==> src/hdl/fmv_pkg.sv <==
`timescale 1ns / 1ps

package fmv_pkg;

   // configuration register indexes
   localparam logic [2:0] CSR_DEPTH_INDEX     = 3'd0;
   localparam logic [2:0] CSR_PHASE_INCREMENT = 3'd1;
   localparam logic [2:0] CSR_MEAN_OFFSET     = 3'd2;
   localparam logic [2:0] CSR_LOOKAHEAD       = 3'd3;
   localparam logic [2:0] CSR_PAN             = 3'd4;
   localparam logic [2:0] CSR_STEREO_OUT      = 3'd5;

   localparam int CSR_INDEX_W = 3;
   localparam int CSR_DATA_W  = 32;

   // one in Q1.16
   localparam logic [16:0] UNITY = 17'h10000;

   // operand selection for the shared multiplier
   typedef enum logic [2:0] {
      MUL_INTERP = 3'd0,
      MUL_DEPTH  = 3'd1,
      MUL_OLD    = 3'd2,
      MUL_NEW    = 3'd3,
      MUL_GAIN   = 3'd4,
      MUL_PANL   = 3'd5,
      MUL_PANR   = 3'd6
   } mul_sel_type;

   typedef struct packed {
      logic        clear_step;
      logic        latch;
      logic        tbl_write;
      logic        ring_write;
      logic        cap_t0;
      logic        cap_t1;
      logic        phase_adv;
      logic        offset_upd;
      logic        addr_calc;
      logic        ring_rd1;
      logic        cap_s0;
      logic        cap_s1;
      logic        acc_load;
      logic        acc_add;
      logic        cap_a;
      logic        cap_left;
      logic        cap_right;
      logic        out_load;
      mul_sel_type mul_sel;
   } fmv_cmd_type;

   typedef struct packed {
      logic clear_last;
      logic stereo;
      logic out_free;
   } fmv_status_type;

endpackage

==> src/hdl/fmv_ctrl.sv <==
`timescale 1ns / 1ps

module fmv_ctrl (
   input  logic                   clock,
   input  logic                   reset,
   input  logic                   req_tvalid,
   output logic                   req_tready,
   input  logic                   req_tuser,
   input  fmv_pkg::fmv_status_type status,
   output fmv_pkg::fmv_cmd_type    cmd
);

   typedef enum logic [20:0] {
      S_CLEAR = 21'd1 << 0,
      S_IDLE  = 21'd1 << 1,
      S_LOAD  = 21'd1 << 2,
      S_RING  = 21'd1 << 3,
      S_T0    = 21'd1 << 4,
      S_T1    = 21'd1 << 5,
      S_MI    = 21'd1 << 6,
      S_MD    = 21'd1 << 7,
      S_OFS   = 21'd1 << 8,
      S_ADR   = 21'd1 << 9,
      S_R0    = 21'd1 << 10,
      S_R1    = 21'd1 << 11,
      S_MO    = 21'd1 << 12,
      S_MN    = 21'd1 << 13,
      S_VS    = 21'd1 << 14,
      S_MG    = 21'd1 << 15,
      S_CA    = 21'd1 << 16,
      S_PL    = 21'd1 << 17,
      S_PR    = 21'd1 << 18,
      S_RT    = 21'd1 << 19,
      S_OUT   = 21'd1 << 20
   } state_type;

   state_type state_ff;
   state_type state_in;

   assign req_tready = (state_ff == S_IDLE);

   always_comb begin
      cmd         = '0;
      cmd.mul_sel = fmv_pkg::MUL_INTERP;
      state_in    = state_ff;
      case (state_ff)
         S_CLEAR: begin
            cmd.clear_step = 1'b1;
            if (status.clear_last) state_in = S_IDLE;
         end
         S_IDLE: begin
            if (req_tvalid) begin
               cmd.latch = 1'b1;
               state_in  = req_tuser ? S_RING : S_LOAD;
            end
         end
         S_LOAD: begin
            cmd.tbl_write = 1'b1;
            state_in      = S_IDLE;
         end
         S_RING: begin
            cmd.ring_write = 1'b1;
            state_in       = S_T0;
         end
         S_T0: begin
            cmd.cap_t0 = 1'b1;
            state_in   = S_T1;
         end
         S_T1: begin
            cmd.cap_t1 = 1'b1;
            state_in   = S_MI;
         end
         S_MI: begin
            cmd.mul_sel = fmv_pkg::MUL_INTERP;
            state_in    = S_MD;
         end
         S_MD: begin
            cmd.mul_sel   = fmv_pkg::MUL_DEPTH;
            cmd.phase_adv = 1'b1;
            state_in      = S_OFS;
         end
         S_OFS: begin
            cmd.offset_upd = 1'b1;
            state_in       = S_ADR;
         end
         S_ADR: begin
            cmd.addr_calc = 1'b1;
            state_in      = S_R0;
         end
         S_R0: begin
            state_in = S_R1;
         end
         S_R1: begin
            cmd.ring_rd1 = 1'b1;
            cmd.cap_s0   = 1'b1;
            state_in     = S_MO;
         end
         S_MO: begin
            cmd.cap_s1  = 1'b1;
            cmd.mul_sel = fmv_pkg::MUL_OLD;
            state_in    = S_MN;
         end
         S_MN: begin
            cmd.mul_sel  = fmv_pkg::MUL_NEW;
            cmd.acc_load = 1'b1;
            state_in     = S_VS;
         end
         S_VS: begin
            cmd.acc_add = 1'b1;
            state_in    = S_MG;
         end
         S_MG: begin
            cmd.mul_sel = fmv_pkg::MUL_GAIN;
            state_in    = S_CA;
         end
         S_CA: begin
            cmd.cap_a = 1'b1;
            state_in  = status.stereo ? S_PL : S_OUT;
         end
         S_PL: begin
            cmd.mul_sel = fmv_pkg::MUL_PANL;
            state_in    = S_PR;
         end
         S_PR: begin
            cmd.mul_sel  = fmv_pkg::MUL_PANR;
            cmd.cap_left = 1'b1;
            state_in     = S_RT;
         end
         S_RT: begin
            cmd.cap_right = 1'b1;
            state_in      = S_OUT;
         end
         S_OUT: begin
            if (status.out_free) begin
               cmd.out_load = 1'b1;
               state_in     = S_IDLE;
            end
         end
         default: begin
            state_in = S_IDLE;
         end
      endcase
   end

   always_ff @(posedge clock) begin
      if (reset) begin
         state_ff <= S_CLEAR;
      end else begin
         state_ff <= state_in;
      end
   end

endmodule

==> config.mk <==
export PLATFORM = sky130hd
export DESIGN_NAME = fmv_ctrl
export DESIGN_NICKNAME = d
export VERILOG_FILES = /design/src/hdl/fmv_pkg.sv /design/src/hdl/fmv_ctrl.sv
export SDC_FILE = /design/constraint.sdc
export NUM_CORES = 1
export LEC_CHECK = 0
export ABC_AREA = 1
export BUFFER_PORTS_ARGS = -buffer_cell sky130_fd_sc_hd__buf_4
export CORE_MARGIN = 3
export CORE_UTILIZATION = 30
export CTS_CLUSTER_DIAMETER = 60
export CTS_CLUSTER_SIZE = 25
export DETAILED_ROUTE_END_ITERATION = 10
export HOLD_SLACK_MARGIN = 0.02
export PLACE_DENSITY = 0.57
export SKIP_LAST_GASP = 1
export SYNTH_ARGS = -nofsm -noshare
export SYNTH_HDL_FRONTEND = slang
export SYNTH_SLANG_ARGS = --single-unit
==> constraint.sdc <==
create_clock -name clock -period 2 [get_ports clock]
set_clock_uncertainty 0.2 [all_clocks]
set_input_delay 0.4 -clock clock [delete_from_list [all_inputs] [get_ports clock]]
set_output_delay 0.4 -clock clock [all_outputs]
set_load 0.05 [all_outputs]
Yosys cells after proc, flatten, opt, wreduce, memory -nomap -nowiden
Index checks and enable logic that the tools add are counted.

Output and inout port bits: 22. Register bits: 21. Input bits: 7.

Equal/unequal tests: 24. Muxes and demuxes: 26. Reduce and logical (&&, ||, !) cells: 1.

Operators by type and width (count): $pmux 21 s20 (1); $mux 21 (4); $eq 21x1->1 const B (1); $eq 21x10->1 const B (1); $eq 21x11->1 const B (1); $eq 21x12->1 const B (1); $eq 21x13->1 const B (1); $eq 21x14->1 const B (1); $eq 21x15->1 const B (1); $eq 21x16->1 const B (1); $eq 21x17->1 const B (1); $eq 21x18->1 const B (1); $eq 21x19->1 const B (1); $eq 21x2->1 const B (1); $eq 21x20->1 const B (1); $eq 21x21->1 const B (1); $eq 21x3->1 const B (1); $eq 21x4->1 const B (1); $eq 21x5->1 const B (1); $eq 21x6->1 const B (1); $eq 21x7->1 const B (1); $eq 21x8->1 const B (1); $eq 21x9->1 const B (1); $mux 1 (18); other kinds (5) (7).

Logic depth before layout (Yosys ltp)
Word-level depth: 3. Mapped depth: 11. Mapped depth without buffers: 11.

Worst setup path before layout
OpenSTA, ideal clock, no wires.

Kind: flip-flop to output port. Start point: register state_ff[5]. End point: output port cmd[4] (netlist name). Arrival: 2480 ps. Path buffers: 0. Path slack: -1080 ps. Required time: 1400 ps. Stages on the path, launching flop included: 8. Cell sequence: dfxtp_1 > nor2_2 > nand2_4 > nor2_8 > nand2_4 > nor2_1 > inv_2 > nor4_1.

RTL lines: start, declared (line fmv_ctrl.sv:37) `state_type state_ff;`; start signal, assigned (line fmv_ctrl.sv:149) `state_ff <= state_in;`; end, declared (line fmv_ctrl.sv:10) `output fmv_pkg::fmv_cmd_type cmd`.

==> results.yml <==
power:
  p_leak_nw: 1.39
  powerDensity_nw_per_um2: 312
  peakVddDrop_v: 0.000197
  total_power_mw: 0.976
clock_network:
  cts_made_buffers: 3
  root_buffer: "clkbuf_8"
  cts_tree: "done"
  htree_levels: 1
  clk_pin_slew_ns: 0.08
  holdBufCountCts: 0
  cts.sinks: 21
  insertion_delay_ns: 0.26
  clk_path_buf_depth: 2
floorplan:
  rows: 25
  start_util: 0.316
  core_um2: 4790
  die_h_um: 77.0
  die_w_um: 77.0
  io_pins: 29
  dieArea_um2: 5940
finish:
  layout_common_cells: "buf_4, inv_1, nand2_1"
  layout_commonest_cell: "buf_4"
  nets: 326
  top_register: "state_ff"
  drive_gt1_frac: 0.664
  antenna_cells: 0
  largest_register_ffs: 21
  utilization: 0.653
  fillers: 368
  synthToLayoutAreaGrowth_pct: 106
  largestRegisters: "state_ff x21"
global_routing:
  grt_max_degree: 21
  track_usage: 0.152
  antenna_found_initial: 0
  grt_first_pass_wirelength_mm: 7.45
  grt_pass1_vias: 1716
  overflow: 0
worst_setup_path:
  crit_required_ns: 1.40
  start_kind: "flip-flop"
  crit_fanout: 5
  path_class: "reg -> out"
  crit_arrival_ns: 1.66
  worstSetupEndpointType: "output port"
timing:
  worst_slack_ns: -0.258
  max_freq_mhz: 443
  slew_viol_final: 0
  hold_viol: 0
  finalCritPeriodShare: 1.13
  slew_headroom: 0.710
  min_period_ns: 2.26
  finalSetupViolCount: 37
  tightest_slew_ns: 0.435
  tns_ns: -5.04
  rsz0062_at_grt: "yes"
detailed_routing:
  vias: 1771
  drc: 0
  drt-vias-per-instance: 4.60
  antenna_left: 0
  drt_iter0_drc: 62
  wirelength_mm: 4.80
  wire_per_inst_um: 12.5
  drt-pass1-iter-count: 4
placed_design:
  dp_slack_ns: -0.0967
  io_buffer_count: 28
  gp_congestion: 0.802
  dp_hpwl_mm: 3.09
synthesis:
  synth-edff-count: 0
  synth_warnings: 0
  ys.flop_type: "dfxtp_1"
  syn_area_um2: 1510
  syn_area_per_cell_um2: 6.98
  synthDistinctLibCells: 26
  ys_seq_area_frac: 0.278
  ys_ff_latch: 21
  synth_nets: 224
  async_reset_ff_frac: 0
  synthCells: 217
status:
  status: "finished with violations"
  failed_checks: "negative setup slack"
flow_run:
  max-cap-violations: 0
min_path:
  hold_class: "in -> reg"
## routing by layer
layer	wire length [µm]	global-route usage
met1	1950	0.186
met2	2620	0.274
met3	153	0.0200
met4	77	0.0480
met5	0	0
## cell families after synthesis
logic type / after synthesis / share of synthesized area
AO/OA/AOI/OAI: 6 / 0.0289
buffers and inverters: 47 / 0.140
flip-flops: 21 / 0.278
AND/OR/NAND/NOR: 143 / 0.554
## timing repair
action	CTS	global route
cloned	0	1
endpoints found under the setup margin	22	38
setup buffers	9	12
pin swaps	15	22
gates resized for setup	65	83
## final timing paths
kind                    start           end  slack (ns)  cells past startpoint
hold reg to reg   state_ff[4]   state_ff[5]        0.43                      4
hold / removal      req_tuser   state_ff[2]        0.10                      2
setup / recovery  state_ff[9]       cmd[19]       -0.26                     10
setup reg to reg  state_ff[9]  state_ff[15]       -0.07                     12
## synthesized netlist by cell type, types with 6 or more instances
master	count	area [µm²]
nand2_1	29	109
nand2_2	6	37.5
nor3_2	12	120
nor2_1	33	124
nor3_1	10	50.1
nand3_1	24	120
nand4_1	6	37.5
nor4_1	6	37.5
inv_1	37	139
dfxtp_1	21	420
## critical path: stages (launching register included)
cell and delay [ns]:
dfxtp_2 0.34, nor2_4 0.14, nand2_4 0.09, nor2_8 0.13, buf_6 0.11, buf_6 0.10, nand2_8 0.07, clkinv_8 0.09
nand2_8 0.07, nor2_4 0.10, buf_6 0.16
## power by group
| part | total [mW] | internal [mW] | switching (mW) |
|---|---|---|---|
| Sequential | 0.427 | 0.422 | 0.00459 |
| Clock | 0.291 | 0.142 | 0.149 |
| Combinational | 0.258 | 0.106 | 0.152 |
| Total | 0.976 | 0.671 | 0.306 |
## through the flow
step	area [µm²]	hold slack, ns	std cells
6_report	3130	0.102	385
5_1_grt	3130	0.103	385
4_1_cts	2710	0.103	377
2_1_floorplan	1670	0.279	217
3_5_place_dp	2350	0.383	364
3_3_place_gp	2350	0.384	364
## layout make-up
| cell class | count | area [µm²] | area share |
|---|---|---|---|
| inverters | 43 | 199 | 0.0637 |
| clock buffers | 4 | 45.0 | 0.0144 |
| multi-input cells | 149 | 1380 | 0.441 |
| flip-flops and latches | 21 | 435 | 0.139 |
| well taps | 67 | 83.8 | 0.0268 |
| repair buffers | 101 | 983 | 0.315 |
Note: power is estimated with default switching activity, not from simulation.
